`config.mk`:
```
export PLATFORM = sky130hd
export DESIGN_NAME = sht_ram
export DESIGN_NICKNAME = d
export VERILOG_FILES = /design/src/rtl/sht_ram.sv
export SDC_FILE = /design/constraint.sdc
export NUM_CORES = 1
export LEC_CHECK = 0
export BUFFER_PORTS_ARGS = -buffer_cell sky130_fd_sc_hd__buf_2
export CORE_ASPECT_RATIO = 2
export CORE_MARGIN = 1.5
export CORE_UTILIZATION = 35
export CTS_BUF_LIST = sky130_fd_sc_hd__clkbuf_16
export CTS_CLUSTER_DIAMETER = 150
export DETAILED_ROUTE_END_ITERATION = 6
export GPL_TIMING_DRIVEN = 0
export SLEW_MARGIN = 20
export SYNTH_ARGS = -nofsm -noshare
export SYNTH_HDL_FRONTEND = slang
export SYNTH_SLANG_ARGS = --single-unit
export TNS_END_PERCENT = 20
```
`constraint.sdc`:
```
create_clock -name clk -period 2.88 [get_ports clk]
set_input_delay 0.432 -clock clk [delete_from_list [all_inputs] [get_ports clk]]
set_output_delay 0.432 -clock clk [all_outputs]
set_load 0.005 [all_outputs]
```
`src/rtl/sht_ram.sv`:
```
// Single-port-write, single-port-read synchronous RAM with registered read data.
module sht_ram #(
  parameter int WIDTH = 8,
  parameter int DEPTH = 16
) (
  input  logic                     clk,
  input  logic                     we,
  input  logic [$clog2(DEPTH)-1:0] waddr,
  input  logic [WIDTH-1:0]         wdata,
  input  logic [$clog2(DEPTH)-1:0] raddr,
  output logic [WIDTH-1:0]         rdata
);

  logic [WIDTH-1:0] mem [DEPTH];

  // Write port.
  always_ff @(posedge clk) begin
    if (we) begin
      mem[waddr] <= wdata;
    end
  end

  // Read port, registered.
  always_ff @(posedge clk) begin
    rdata <= mem[raddr];
  end

endmodule

```
==> results of run 1 <==
[cells by family after synthesis]
kind of cell	Yosys count
flip-flops	136
AND/OR/NAND/NOR	35
buffers and inverters	10
AO/OA/AOI/OAI	16
multiplexers	32
[sequential cells by signal (all words and copies together), names as in the netlist]
| name | flops |
|---|---|
| mem | 128 |
| rdata | 8 |
[layer usage]
layer  vias to the layer above  routed length [um]  global-route usage [%]
met1                      1243                3670                    15.8
met3                         8                 327                    3.99
li1                       1057                   -                       -
met5                         -                   0                       0
met4                         0                 193                    6.84
met2                        75                5980                    26.1
[cell usage in the layout (no fill, tap or decap), drive strengths merged, types with 2 or more instances in the layout]
master         instances
mux4                  32
nor3                   4
clkdlybuf4s25          3
clkinvlp               2
a22oi                 16
edfxtp               128
nor2                  13
bufinv                 5
clkinv                 5
buf                   31
nand3b                 2
inv                    3
nand2                  9
dfxtp                  8
clkbuf                17
nand2b                 2
[report_power, final]
group / switching [mW] / internal [mW]
registers: 0.00978 / 2.21
clock network: 0.773 / 1.52
logic: 0.124 / 0.0881
total: 0.907 / 3.83
[layout make-up]
class                           count  area [sq um]  share of cell area (%)
Tap cell                          192           240                    3.90
Buffer                             10          86.3                    1.40
Timing Repair Buffer               24           120                    1.95
Multi-Input combinational cell     83          1080                    17.5
Sequential cell                   136          4000                    64.9
Clock inverter                     15           211                    3.43
Clock buffer                       17           425                    6.90
[stage by stage]
stage          power (mW)  utilization (%)
2_1_floorplan        2.38                -
3_3_place_gp         2.47             38.4
3_5_place_dp         2.48             38.5
4_1_cts              4.77             43.0
5_1_grt              4.87             43.0
6_report             4.73             43.0
[how the worst min path moves through the flow]
stage / end / depth (start not counted)
after global placement: rdata[1] / 3
final: mem[4][4] / 1
after global routing: mem[10][3] / 1
after floorplan: mem[0][0] / 0
after detailed placement: rdata[1] / 3
after CTS: mem[6][5] / 1
==> qor.yml, run 1 <==
outcome:
  outcome: "complete, no violations"
timing:
  fmax_mhz: 590
  period_needed_ns: 1.69
  whs_ns: 0.430
  final-hold-violation-count: 0
  setup_tns_ns: 0
  timing.slew.headroom_pct: 44.5
  finalMaxSlewViolations: 0
  finClkSkew_ns: 0.00883
  finalSetupViolations: 0
  layout_setup_ws_ns: 1.19
  tightestPinTransition_ns: 0.830
  rsz0062_at_grt: "no"
  min_period_over_period_pct: 58.8
layout:
  antenna-diode-count: 0
  finalInstanceArea_sq_mm: 0.00616
  drive_gt1_share_pct: 29.8
  fill_cells: 1240
  syn_to_final_growth_pct: 19.8
  layout.cells.non_filler: 477
  fin_nets: 290
synth:
  synth_commonest_cells: "edfxtp_1 (128), mux4_2 (18), a22oi_1 (16), mux4_1 (14), nor2_1 (13)"
  ys_warn_count: 0
  synth_edf_count: 128
  synth-compound-area-share_pct: 2.33
  synthDistinctLibCells: 19
  synth_xor_area_share_pct: 0
  ys_ff_latch: 136
  yosys.area_share.simple_pct: 3.18
  avgSynthCellArea_sq_um: 22.5
  synth-async-reset-ratio_pct: 0
  seq_area_frac_synth_pct: 77.8
  synth_fa_ha_area_share_pct: 0
  synth.area.mux_share_pct: 15.0
  netlist_top_cells_area: "edfxtp_1 (75%), mux4_2 (7.9%), mux4_1 (7.1%), dfxtp_1 (3.1%), a22oi_1 (2.3%)"
  netlist_instances: 229
  yosysTopAreaCellShare_pct: 74.7
  synth.net_count: 247
  netlist_area_sq_mm: 0.00515
  ys.flop_type: "edfxtp_1"
  synth_most_common_cell: "edfxtp_1"
  synth_top_family_by_area: "multiplexers"
  yosysTopAreaCell: "edfxtp_1"
placement:
  placed_area_sq_mm: 0.00553
  gp_congestion: 0.736
  dp_cells: 445
  portBuffers: 24
  dpl_worst_slack_ns: 0.722
  dp_hpwl_mm: 6.99
critical_path:
  reg2reg_depth: 3
  r2r_slack_ns: 1.46
  slowest_stage: "nor2_1"
  cp.arrival_ns: 1.72
  setup.worst_path.start: "waddr[2]"
  cp_num_cells: 3
  cp_top_family: "simple AND/OR/NAND/NOR gates"
  crit_chain: "buf_2 -> or3b_2 -> nor2_1"
  crit_buf_inv: 1
  critical_path_class: "in -> reg"
  endpoint_kind: "flop"
  critPathMaxFanout: 8
  crit_path_start_kind: "input pin"
  timing.rr.start: "mem[2][2]"
  rr_endpoint: "rdata[2]"
  cp.required_ns: 2.91
  critPathMaxStageDelay_ns: 0.65
  cp-endpoint: "mem[2][0]"
route:
  drc: 0
  post_drt_wl_per_cell_um: 21.3
  via_per_inst: 5.00
  first_pass_iters: 4
  drt-initial-drc-count: 138
  routed-via-count: 2383
  drt-total-wl_mm: 10.2
  final_antenna_net_count: 0
power_and_ir_drop:
  p_leak_nw: 2.06
  powerDensity_mw_per_mm2: 768
  ir_drop_v: 0.000353
floorplanning:
  core_area_sq_mm: 0.0144
  dieHeight_um: 175
  io_pins: 26
  dieWidth_um: 88.8
  start_util_pct: 35.9
  rows: 62
  die_area_sq_mm: 0.0155
clock_tree:
  ctsHtreeMaxLevel: 4
  path_clk_slew_ns: 0.06
  cts_buffer_depth: 2
  holdBufCountCts: 0
  insertion_delay_ns: 0.41
  clockRootBuffer: "clkbuf_16"
  numCtsBuffers: 17
  clkSinkCount: 136
  tritoncts: "built"
  cts_resized: 0
  post_cts_buffers: 0
grt:
  grt_first_pass_wirelength_mm: 15.4
  overflow: 0
  grt_start_max_net_pins: 17
  grt_usage_pct: 14.8
  grt_pass1_vias: 2553
  antenna_found_initial: 0
worst_hold_path:
  worstHoldStart: "wdata[4]"
  hp-class: "in -> reg"
run:
  cap_violations: 0
(Power assumes the default switching activity.)
==> inputs of run 2 (changes only) <==
- ABC_AREA: not set -> 1
- clock period: 2.88 -> 1.6 ns (I/O delays scaled with it)
==> qor.yml, run 2 <==
outcome:
  outcome: "finished with violations"
  violations: "DRC"
critical_path:
  cp.required_ns: 1.65  # -1.26 ns
  critPathMaxFanout: 8  # unchanged
  reg2reg_depth: 6  # +3
  r2r_slack_ns: 0.52  # -0.94 ns
  endpoint_kind: "flop"
  crit_path_start_kind: "input pin"
  critical_path_class: "in -> reg"
  rr_endpoint: "rdata[5]"
  cp.arrival_ns: 1.29  # -0.43 ns
  timing.rr.start: "mem[7][5]"
  setup.worst_path.start: "waddr[2]"
clock_tree:
  path_clk_slew_ns: 0.06  # about the same
  clockRootBuffer: "clkbuf_16"
  ctsHtreeMaxLevel: 4  # unchanged
  post_cts_buffers: 0  # unchanged
  tritoncts: "built"
  cts_resized: 0  # unchanged
  cts_buffer_depth: 2  # unchanged
  holdBufCountCts: 0  # unchanged
  insertion_delay_ns: 0.42  # about the same
  clkSinkCount: 136  # unchanged
  numCtsBuffers: 17  # unchanged
floorplanning:
  die_area_sq_mm: 0.0173  # +12%
  io_pins: 26  # unchanged
  start_util_pct: 35.6  # -0.24 points
  rows: 66  # +6.5%
  dieWidth_um: 93.8  # +5.7%
  dieHeight_um: 185  # +5.7%
  core_area_sq_mm: 0.0162  # +13%
synth:
  synth_edf_count: 128  # unchanged
  yosysTopAreaCellShare_pct: 66.7  # -8.0 points
  yosysTopAreaCell: "edfxtp_1"
  seq_area_frac_synth_pct: 69.4  # -8.4 points
  synth_commonest_cells: "nand2_1 (173), edfxtp_1 (128), inv_1 (100), nand3_1 (97), nor2_1 (17)"
  synth_most_common_cell: "nand2_1"
  ys_ff_latch: 136  # unchanged
  netlist_top_cells_area: "edfxtp_1 (67%), nand2_1 (11%), nand3_1 (8.4%), inv_1 (6.5%), dfxtp_1 (2.8%)"
  netlist_instances: 551  # +140%
  synth-async-reset-ratio_pct: 0  # unchanged
  synth.net_count: 569  # +130%
  synthDistinctLibCells: 12  # -7
  avgSynthCellArea_sq_um: 10.5  # -53%
  netlist_area_sq_mm: 0.00577  # +12%
  ys_warn_count: 0  # unchanged
  ys.flop_type: "edfxtp_1"
grt:
  grt_first_pass_wirelength_mm: 21.6  # +40%
  grt_usage_pct: 18.1  # +3.4 points
  grt_start_max_net_pins: 17  # unchanged
  overflow: 0  # unchanged
  antenna_found_initial: 0  # unchanged
  grt_pass1_vias: 3742  # +47%
layout:
  drive_gt1_share_pct: 13.1  # -17 points
  largest-register: "mem"
  antenna-diode-count: 0  # unchanged
  layout.cells.non_filler: 809  # +70%
  syn_to_final_growth_pct: 17.4
  top_regs: "mem x128, rdata x8"
  final_cell_mix: "nand2_1 (173), edfxtp_1 (128), inv_1 (100), nand3_1 (97), buf_2 (35)"
  largest_reg_flops: 128  # unchanged
  fin_util_pct: 41.8  # -1.1 points
  mostFrequentLayoutCell: "nand2_1"
  finalInstanceArea_sq_mm: 0.00677  # +9.8%
  fin_nets: 610  # +110%
worst_hold_path:
  worstHoldStart: "wdata[4]"
  whs_path_depth: 1  # unchanged
  min_to: "mem[14][4]"
  hp-class: "in -> reg"
timing:
  finalMaxSlewViolations: 0  # unchanged
  fmax_mhz: 805
  min_period_over_period_pct: 77.6
  timing.slew.headroom_pct: 40.2  # -4.3 points
  period_needed_ns: 1.24
  final-hold-violation-count: 0  # unchanged
  rsz0062_at_grt: "no"
  finClkSkew_ns: 0.00868  # -0.000155 ns
  tightestPinTransition_ns: 0.893  # +0.0639 ns
  finalSetupViolations: 0  # unchanged
placement:
  portBuffers: 22  # -8.3%
  dp_cells: 777  # +75%
  placed_area_sq_mm: 0.00613  # +11%
  gp_congestion: 0.965  # +31%
  dp_hpwl_mm: 10.3  # +48%
route:
  drt-total-wl_mm: 14.4  # +42%
  post_drt_wl_per_cell_um: 17.8  # -17%
  routed-via-count: 3765  # +58%
  final_antenna_net_count: 0  # unchanged
  first_pass_iters: 7  # +3
  via_per_inst: 4.65  # -6.8%
  drt-initial-drc-count: 314  # +130%
  drc: 8  # +8
power_and_ir_drop:
  ir_drop_v: 0.000641  # +82%
  p_leak_nw: 2.93  # +43%
  powerDensity_mw_per_mm2: 1270  # +65%
run:
  cap_violations: 0  # unchanged
-- run 2: cell count changes in the layout (fill, tap and decap cells not counted), sizes merged, moves of 15 or more --
cell	before	now
mux4	32	0
inv	3	108
buf	31	46
nand2	9	173
nand3	1	97
a22oi	16	0
-- run 2: cell families after synthesis --
logic type / after synthesis / share of synthesized area [%]
AND/OR/NAND/NOR: 289 / 21.0
buffers and inverters: 126 / 9.52
flip-flops: 136 / 69.4
-- run 2: through the flow --
step / TNS [ns] / hold slack, ns / total power, mW / setup WS [ns]
2_1_floorplan: 0 / 0.339 / 4.36 / 0.409
3_3_place_gp: -1.70 / 0.621 / 4.59 / -0.0720
3_5_place_dp: -2.97 / 0.616 / 4.60 / -0.0594
4_1_cts: 0 / 0.227 / 8.63 / 0.390
5_1_grt: 0 / 0.246 / 8.80 / 0.311
6_report: 0 / 0.247 / 8.58 / 0.358
-- run 2: area by class of cell --
class | count | area, sq um
fillers | 1552 | 9410
flip-flops and latches | 136 | 4000
multi-input cells | 289 | 1210
clock buffers | 23 | 576
inverters | 102 | 383
well taps | 204 | 255
plain buffers | 24 | 166
repair buffers | 22 | 110
clock inverters | 9 | 63.8
-- run 2: worst max path at each step --
stage / slack [ns] / depth (start not counted) / endpoint
after CTS: 0.39 / 3 / mem[11][3]
after detailed placement: -0.06 / 3 / mem[11][3]
after global placement: -0.07 / 4 / mem[14][4]
after global routing: 0.31 / 3 / mem[15][4]
final: 0.36 / 3 / mem[11][3]
after floorplan: 0.41 / 2 / mem[10][0]
-- run 2: metal layers --
| layer | wire (um) | vias to the layer above | GRT usage [%] |
|---|---|---|---|
| met5 | 0 | - | 0 |
| met2 | 8180 | 126 | 33.8 |
| li1 | - | 1854 | - |
| met3 | 517 | 40 | 2.89 |
| met4 | 826 | 0 | 12.9 |
| met1 | 4880 | 1745 | 17.5 |
-- run 2: power by group --
part | total [mW] | switching, mW | internal [mW]
logic | 0.522 | 0.370 | 0.152
registers | 4.00 | 0.0201 | 3.98
clock network | 4.06 | 1.50 | 2.55
-- run 2: critical path, stage by stage --
cell and delay, ns:
buf_2 0.12, nand3b_1 0.24, nor2_1 0.69
