### src/rtl/sht_pkg.sv
// Shared types and constants for the scoped symbol hash table.
package sht_pkg;

  // Request codes.
  localparam logic OP_INTERN  = 1'b0;
  localparam logic OP_RESOLVE = 1'b1;

  // Hash arithmetic: scope*31 + name of two 16-bit values fits in 21 bits.
  localparam int HASH_W   = 21;
  localparam int KEY_W    = 32;
  localparam int ID_OUT_W = 12;

  typedef struct packed {
    logic        op;
    logic [15:0] scope_id;
    logic [15:0] name_id;
  } sht_req_t;

  typedef struct packed {
    logic [ID_OUT_W-1:0] entry_id;
    logic                found;
    logic                full_res;
  } sht_rsp_t;

  typedef enum logic [3:0] {
    ST_CLEAR,
    ST_IDLE,
    ST_HASH,
    ST_BKT_RD,
    ST_BKT_EV,
    ST_KEY_EV,
    ST_NODE_CHK,
    ST_NODE_EV,
    ST_NKEY_EV,
    ST_NODE_W2,
    ST_DONE
  } sht_state_t;

endpackage

### src/rtl/sht_hash.sv
// Key hash and bucket index reduction by reciprocal multiplication for a non-power-of-two bucket count.
module sht_hash #(
  parameter int BUCKETS = 4096
) (
  input  logic                       clk,
  input  logic                       rst,
  input  logic                       start,
  input  logic [15:0]                scope_id,
  input  logic [15:0]                name_id,
  output logic                       done,
  output logic [$clog2(BUCKETS)-1:0] bidx
);
  import sht_pkg::*;

  localparam int  BIW  = $clog2(BUCKETS);
  localparam bit  POW2 = (BUCKETS & (BUCKETS - 1)) == 0;
  localparam int  SH   = HASH_W + BIW;
  localparam int  MW   = HASH_W + 1;
  localparam int  PRW  = HASH_W + MW;
  localparam int  QDW  = HASH_W + BIW;
  // Rounded-up reciprocal; exact quotient for every hash below 2**HASH_W.
  localparam longint unsigned RECIP =
    ((64'd1 << SH) + 64'(BUCKETS) - 64'd1) / 64'(BUCKETS);

  logic [HASH_W-1:0] rem;
  logic [HASH_W-1:0] quo;
  logic [1:0]        phase;
  logic [HASH_W-1:0] hash;
  logic [PRW-1:0]    prod;
  logic [QDW-1:0]    qd;

  // scope*31 + name, built as a shift, a subtract and an add.
  assign hash = (HASH_W'(scope_id) << 5) - HASH_W'(scope_id) + HASH_W'(name_id);

  // Quotient estimate and its multiple of the bucket count.
  assign prod = PRW'(rem) * PRW'(RECIP);
  assign qd   = QDW'(quo) * QDW'(BUCKETS);

  // A power-of-two bucket count needs no reduction steps.
  always_ff @(posedge clk) begin
    if (rst) begin
      phase <= 2'd0;
    end else if (start) begin
      phase <= POW2 ? 2'd0 : 2'd2;
    end else if (phase != 2'd0) begin
      phase <= phase - 2'd1;
    end
  end

  // Quotient in the first step, remainder in the second.
  always_ff @(posedge clk) begin
    if (start) begin
      rem <= hash;
    end else if (phase == 2'd1) begin
      rem <= rem - HASH_W'(qd);
    end
    if (phase == 2'd2) begin
      quo <= HASH_W'(prod >> SH);
    end
  end

  assign done = (phase == 2'd0);
  assign bidx = rem[BIW-1:0];

endmodule

### config.mk
export PLATFORM = sky130hd
export DESIGN_NAME = sht_hash
export DESIGN_NICKNAME = d
export VERILOG_FILES = /design/src/rtl/sht_pkg.sv /design/src/rtl/sht_hash.sv
export SDC_FILE = /design/constraint.sdc
export NUM_CORES = 1
export LEC_CHECK = 0
export ABC_AREA = 1
export BUFFER_PORTS_ARGS = -buffer_cell sky130_fd_sc_hd__buf_2
export CORE_AREA = 4 4 60 62
export DETAILED_ROUTE_END_ITERATION = 8
export DIE_AREA = 0 0 64 66
export PLACE_DENSITY = 0.8
export SKIP_CTS_REPAIR_TIMING = 1
export SLEW_MARGIN = 20
export SYNTH_ARGS = -nofsm -noshare
export SYNTH_HDL_FRONTEND = slang
export SYNTH_SLANG_ARGS = --single-unit
export TNS_END_PERCENT = 50
### constraint.sdc
create_clock -name clk -period 4.4 [get_ports clk]
set_clock_uncertainty 0.1 [all_clocks]
set_input_delay 0.66 -clock clk [delete_from_list [all_inputs] [get_ports clk]]
set_output_delay 0.66 -clock clk [all_outputs]
set_load 0.02 [all_outputs]
==> flow_metrics.py, run 1 <==
metrics = {
    "clocking": {
        "clk_path_buf_depth": 2,
        "cts_max_level": 1,
        "root_buffer": "clkbuf_4",
        "numCtsBuffers": 3,
        "clk_latency_ns": 0.27,
        "tritoncts": "done",
        "clk_pin_slew_ns": 0.08,
        "cts.sinks": 14,
    },
    "logic_synthesis": {
        "syn_inst": 177,
        "synth_area_leaders": "edfxtp_1 (27%), ha_1 (15%), nand2_1 (13%)",
        "post_synth_instance_area_sq_um": 1341,
        "syn-num-nets": 235,
        "synth.top_cell.area_share": 0.2687,
        "synth_seq_cells": 14,
        "seq_area_frac_synth": 0.2985,
        "yosysTopAreaCell": "edfxtp_1",
        "yosys_warnings": 0,
        "syn_avg_cell_area_sq_um": 7.578,
        "synthDistinctLibCells": 20,
    },
    "timing": {
        "finalCritPeriodShare": 0.5597,
        "fin_crit_ns": 2.463,
        "slew_violations": 0,
        "max_freq_ghz": 0.4060,
        "rsz0062_at_grt": "no",
        "hold_viol_final": 0,
        "tightest_slew_ns": 0.4554,
        "slew_headroom": 0.6964,
        "setup-tns-final_ns": 0,
        "finalSetupViolCount": 0,
    },
    "job": {
        "drv_cap": 0,
    },
    "layout": {
        "fin_nets": 277,
        "multi_input_area_sq_um": 769.5,
        "seq_area_sq_um": 400.4,
        "area_delta_synth_final_pct": 19.31,
        "fillerInstances": 321,
        "antennaDiodeCount": 0,
        "drive_above_1_share": 0.2064,
        "stdcell_count": 262,
    },
    "routing": {
        "drt_wl_total_um": 2636,
        "vias_per_cell": 4.511,
        "vias": 1182,
        "drc": 0,
        "drtIter0Drc": 21,
        "drtPass1Iterations": 5,
        "drtAntennaViolNets": 0,
        "route.detailed.wl_per_inst_um": 10.06,
    },
    "critical_path": {
        "arrival_ns": 2.40,
        "startpoint_type": "input port",
        "required_ns": 4.34,
        "crit_fanout": 5,
        "path_class": "in -> reg",
        "endpoint_kind": "flop",
    },
    "die": {
        "core_area_sq_um": 3028,
        "io_pins": 48,
        "rows": 20,
        "fp.dieH_um": 66,
        "die_area_sq_um": 4224,
        "die_w_um": 64,
        "initial_core_util": 0.4430,
    },
    "grt": {
        "grt.total_usage": 0.1335,
        "antenna_found_initial": 0,
        "grt_max_degree": 26,
        "grt_pass1_wl_um": 4526,
        "grt_pass1_vias": 1131,
        "grt-ovfl-total": 0,
    },
    "power_and_ir_drop": {
        "p_total_mw": 0.4464,
        "p_per_area_nw_per_um2": 279.0,
        "leakage_nw": 0.8982,
        "max-vdd-ir-drop_mv": 0.09237,
    },
    "placed_design": {
        "gp_congestion": 0.8370,
        "numPortBuffers": 39,
        "hpwl_um": 2254,
        "dp.cells": 258,
    },
    "hold_path": {
        "hold_class": "reg -> reg",
    },
    "run_status": {
        "status": "finished clean",
    },
}
## final timing paths
check	from	endpoint	slack (ns)	depth (start not counted)
worst max-delay path	scope_id[1]	rem[11]	1.94	11
worst max register to register	phase[0]	phase[1]	3.30	5
worst min register to register	phase[0]	phase[0]	0.36	2
worst min-delay path	phase[0]	phase[0]	0.36	2
## worst max-delay path, stage by stage
cell and delay, ns:
buf_2 0.08, inv_1 0.07, fa_1 0.53, inv_1 0.04, ha_1 0.35, a21oi_1 0.28
nand2_1 0.09, nand2_1 0.07, nand3_1 0.08, nor2_1 0.10, nor2_1 0.05
## logic make-up (layout without fill, tap and decap cells)
logic type	count (synthesis)	in the layout	share of synthesized area
AOI/OAI and AO/OA	18	18	0.06903
xor gates and xnor gates	3	3	0.01959
adders and majority gates	23	23	0.2537
buffers and inverters	43	84	0.1278
DFF	14	14	0.2985
and+or+nand+nor	76	76	0.2313
## metal layers
| metal | track usage | part of all wire | up-vias |
|---|---|---|---|
| met1 | 0.1684 | 0.46 | 515 |
| met3 | 0.01361 | 0.048 | 2 |
| li1 | - | - | 632 |
| met4 | 0.05660 | 0.0091 | 0 |
| met2 | 0.2310 | 0.48 | 33 |
| met5 | 0 | 0 | - |
## flip-flops by register name, summed over array words and instances, names as in the netlist
| name | count |
|---|---|
| phase | 2 |
| rem | 12 |
## cell usage in the layout (no fill, tap or decap), drive strengths merged
cell	instances
nor2	19
a21oi	12
o21ai	5
dfxtp	2
inv	41
nand3	10
a211oi	1
ha	16
clkinv	1
fa	7
clkbuf	3
or2	2
edfxtp	12
xnor2	2
buf	39
nand2	45
xor2	1
## power breakdown
part	leakage (nW)	switching, mW	internal, mW
Clock	0.0154	0.0377	0.0328
Sequential	0.132	0.00278	0.165
Combinational	0.751	0.131	0.0777
Total	0.898	0.171	0.275
## layout make-up
cell class / count / share of cell area
clock inverters: 1 / 0.002346
clock buffers: 3 / 0.01407
inverters: 41 / 0.09617
repair buffers: 39 / 0.1220
flip-flops and latches: 14 / 0.2502
well taps: 44 / 0.03440
multi-input cells: 120 / 0.4808
## Yosys cell counts
| master | count |
|---|---|
| edfxtp_1 | 12 |
| nor2_2 | 1 |
| clkbuf_8 | 1 |
| or2_1 | 1 |
| nand3_2 | 1 |
| or2_2 | 1 |
| fa_1 | 7 |
| a211oi_1 | 1 |
| inv_1 | 41 |
| xor2_1 | 1 |
| ha_1 | 16 |
| nor2_1 | 18 |
| o21ai_0 | 4 |
| nand3_1 | 9 |
| dfxtp_1 | 2 |
| clkbuf_1 | 1 |
| a21oi_1 | 12 |
| xnor2_1 | 2 |
| nand2_1 | 45 |
| o21ai_1 | 1 |
## metrics by stage
step | hold WS (ns) | area [sq um] | utilization | setup WS, ns
after floorplan | 0.3409 | 1341 | - | 1.928
after global placement | 0.3502 | 1574 | 0.5198 | 1.690
after detailed placement | 0.3560 | 1574 | 0.5198 | 1.671
after CTS | 0.3677 | 1600 | 0.5285 | 1.972
after global routing | 0.3804 | 1600 | 0.5285 | 1.745
final | 0.3644 | 1600 | 0.5285 | 1.937
(Power assumes the default switching activity.)
==> run 2: changes to the inputs <==
--- a/config.mk
+++ b/config.mk
@@ -5,12 +5,12 @@
 export SDC_FILE = /design/constraint.sdc
 export NUM_CORES = 1
 export LEC_CHECK = 0
-export ABC_AREA = 1
+export ABC_AREA = 0
 export BUFFER_PORTS_ARGS = -buffer_cell sky130_fd_sc_hd__buf_2
-export CORE_AREA = 4 4 60 62
+export CORE_AREA = 4 4 59 61
 export DETAILED_ROUTE_END_ITERATION = 8
-export DIE_AREA = 0 0 64 66
-export PLACE_DENSITY = 0.8
+export DIE_AREA = 0 0 63 65
+export PLACE_DENSITY = 0.81
 export SKIP_CTS_REPAIR_TIMING = 1
 export SLEW_MARGIN = 20
 export SYNTH_ARGS = -nofsm -noshare
==> constraint.sdc (replaced) <==
create_clock -name clk -period 2.35 [get_ports clk]
set_clock_uncertainty 0.1 [all_clocks]
set_input_delay 0.3525 -clock clk [delete_from_list [all_inputs] [get_ports clk]]
set_output_delay 0.3525 -clock clk [all_outputs]
set_load 0.02 [all_outputs]
==> run 2 against run 1 <==
Against the previous run: area after synthesis decreased by 4.0%; sequential share of layout area fell by 2.3 points; setup slack got worse by 1.9 ns; clock-buffer cell count grew 1; final area up 10%; register-to-register slack got worse by 2.0 ns; non-clock buffer count is 20 higher; cell count decreased by 14%; first-iteration DRC count shrank 9.5%; clock power increased by 84%; wire length up 11%; largest cell class unchanged.
==> flow_metrics.py, run 2 <==
metrics = {
    "logic_synthesis": {
        "yosysTopAreaCell": "edfxtp_1",
        "yosys-top-cells-count": "inv_1 (24), ha_1 (16), edfxtp_1 (12)",
        "synthDistinctLibCells": 32,
        "ys.flop_type": "edfxtp_1",
        "syn_inst": 131,
        "synth.top_cell.area_share": 0.2799,
        "post_synth_instance_area_sq_um": 1287,
        "syn_avg_cell_area_sq_um": 9.828,
        "syn-num-nets": 189,
        "yosys_warnings": 0,
        "synth_seq_cells": 14,
        "synth_area_leaders": "edfxtp_1 (28%), ha_1 (16%), fa_1 (11%)",
        "seq_area_frac_synth": 0.3110,
        "synth_enable_flop_cells": 12,
        "yosysMostFrequentCell": "inv_1",
        "synthArstFlopShare": 0,
    },
    "timing": {
        "slew_violations": 0,
        "slew_headroom": 0.6730,
        "rsz0062_at_grt": "yes",
        "finalSetupViolCount": 0,
        "hold_viol_final": 0,
        "max_freq_ghz": 0.4402,
        "tightest_slew_ns": 0.4905,
        "whs_ns": 0.1657,
        "layout_setup_ws_ns": 0.07806,
        "fin_crit_ns": 2.272,
        "finalCritPeriodShare": 0.9668,
    },
    "clocking": {
        "clk_path_buf_depth": 2,
        "numCtsBuffers": 3,
        "cts.sinks": 14,
        "clk_latency_ns": 0.26,
        "clk_pin_slew_ns": 0.07,
        "cts_max_level": 1,
        "root_buffer": "clkbuf_4",
        "tritoncts": "done",
    },
    "critical_path": {
        "slowest_delay_ns": 0.54,
        "endpoint_kind": "flop",
        "path_class": "in -> reg",
        "required_ns": 2.36,
        "cpMostUsedCell": "inv_1",
        "crit_family": "adder cells",
        "setup.worst_path.end": "rem[10]",
        "startpoint_type": "input port",
        "cp_num_cells": 9,
        "path_cells": "buf_2 -> inv_1 -> fa_1 -> inv_1 -> ha_4 -> a21o_1 -> a221o_1 -> a41oi_2 -> mux2i_1",
        "crit_slowest_cell": "fa_1",
        "critPathBufInv": 3,
        "setup.worst_path.start": "scope_id[3]",
        "timing.rr.start": "phase[0]",
        "arrival_ns": 2.28,
        "reg2reg_to": "phase[1]",
        "reg2reg_depth": 5,
        "crit_fanout": 5,
        "r2r_slack_ns": 1.26,
    },
    "power_and_ir_drop": {
        "p_int_mw": 0.6339,
        "pwr-share-seq": 0.325,
        "p_per_area_nw_per_um2": 551.5,
        "p_total_mw": 0.9716,
        "p_sw_mw": 0.3377,
        "max-vdd-ir-drop_mv": 0.1852,
        "pwr-share-clk": 0.133,
        "sw_frac_of_total": 0.3476,
        "leakage_nw": 0.8757,
        "combinationalPowerShare": 0.541,
    },
    "run_status": {
        "status": "finished clean",
    },
    "routing": {
        "drc": 0,
        "vias": 1110,
        "drt_wl_total_um": 2926,
        "drtPass1Iterations": 4,
        "vias_per_cell": 4.933,
        "route.detailed.wl_per_inst_um": 13.00,
        "drtAntennaViolNets": 0,
        "drtIter0Drc": 19,
    },
    "grt": {
        "grt_pass1_vias": 1132,
        "antenna_found_initial": 0,
        "grt.total_usage": 0.1517,
        "grt_max_degree": 29,
        "grt-ovfl-total": 0,
        "grt_pass1_wl_um": 4892,
    },
    "layout": {
        "fin_nets": 251,
        "antennaDiodeCount": 0,
        "area_delta_synth_final_pct": 36.83,
        "drive_above_1_share": 0.3854,
        "final_util": 0.5916,
        "layout_common_cells": "buf_2 (39), inv_1 (24), buf_4 (20), ha_1 (12), edfxtp_1 (12)",
        "largest-register": "rem",
        "reg_top3": "rem (12), phase (2)",
        "final_common_cell": "buf_2",
        "largest_reg_flops": 12,
    },
    "job": {
        "drv_cap": 0,
    },
    "placed_design": {
        "hpwl_um": 2619,
        "place_ws_ns": -0.1977,
        "numPortBuffers": 39,
        "gp_congestion": 0.9286,
    },
    "die": {
        "rows": 20,
        "fp.dieH_um": 65,
        "io_pins": 48,
        "core_area_sq_um": 2978,
        "die_area_sq_um": 4095,
        "die_w_um": 63,
        "initial_core_util": 0.4324,
    },
    "hold_path": {
        "min_path_cells": 2,
        "hold_class": "in -> reg",
    },
}
-- run 2: cell type report --
class	instances	area [sq um]
sequential	14	400.4
inverter	24	90.09
multi-input combinational	91	858.3
tap	33	41.29
clock buffer	4	26.28
fill	274	1216
timing repair buffer	59	345.3
-- run 2: worst min path at each step --
stage              from       end  slack [ns]
2_1_floorplan       rst  phase[0]        0.33
3_3_place_gp   phase[1]  phase[1]        0.40
3_5_place_dp   phase[1]  phase[1]        0.42
4_1_cts             rst  phase[1]        0.16
5_1_grt             rst  phase[1]        0.15
6_report            rst  phase[0]        0.17
-- run 2: power by group through the flow --
stage	clock [mW]	combinational [mW]	sequential (mW)
detailed placement	0	0.526	0.322
CTS	0.138	0.529	0.317
global placement	0	0.502	0.321
global route	0.145	0.584	0.319
finish	0.130	0.526	0.316
floorplan	0	0.290	0.365
-- run 2: metrics by stage --
stage | TNS, ns | cell area, sq um | cells
floorplan | 0 | 1353 | 131
global placement | -0.5683 | 1732 | 221
detailed placement | -0.7141 | 1732 | 221
CTS | 0 | 1758 | 225
global route | -0.02241 | 1762 | 225
finish | 0 | 1762 | 225
-- run 2: logic make-up (layout without fill, tap and decap cells) --
kind of cell    Yosys count  after routing  synth area share
compound gates           32             32            0.1807
xor+xnor                  5              5           0.03401
fa+ha+maj                23             23            0.2643
buf+inv                  26             87           0.07581
flops                    14             14            0.3110
mux                       4              4           0.03110
simple gates             27             27            0.1030
-- run 2: metal layers --
metal | vias up | wire, um | track usage
met5 | - | 0 | 0
met4 | 0 | 44 | 0.04683
met3 | 6 | 121 | 0.01733
met2 | 34 | 1471 | 0.2899
met1 | 496 | 1287 | 0.1751
li1 | 574 | - | -
-- run 2: worst register-to-register path, stage by stage (launching register included) --
cell     delay (ns)
dfxtp_1        0.34
inv_1          0.05
ha_1           0.28
nor2_1         0.08
a21oi_1        0.04
nor3_1         0.12
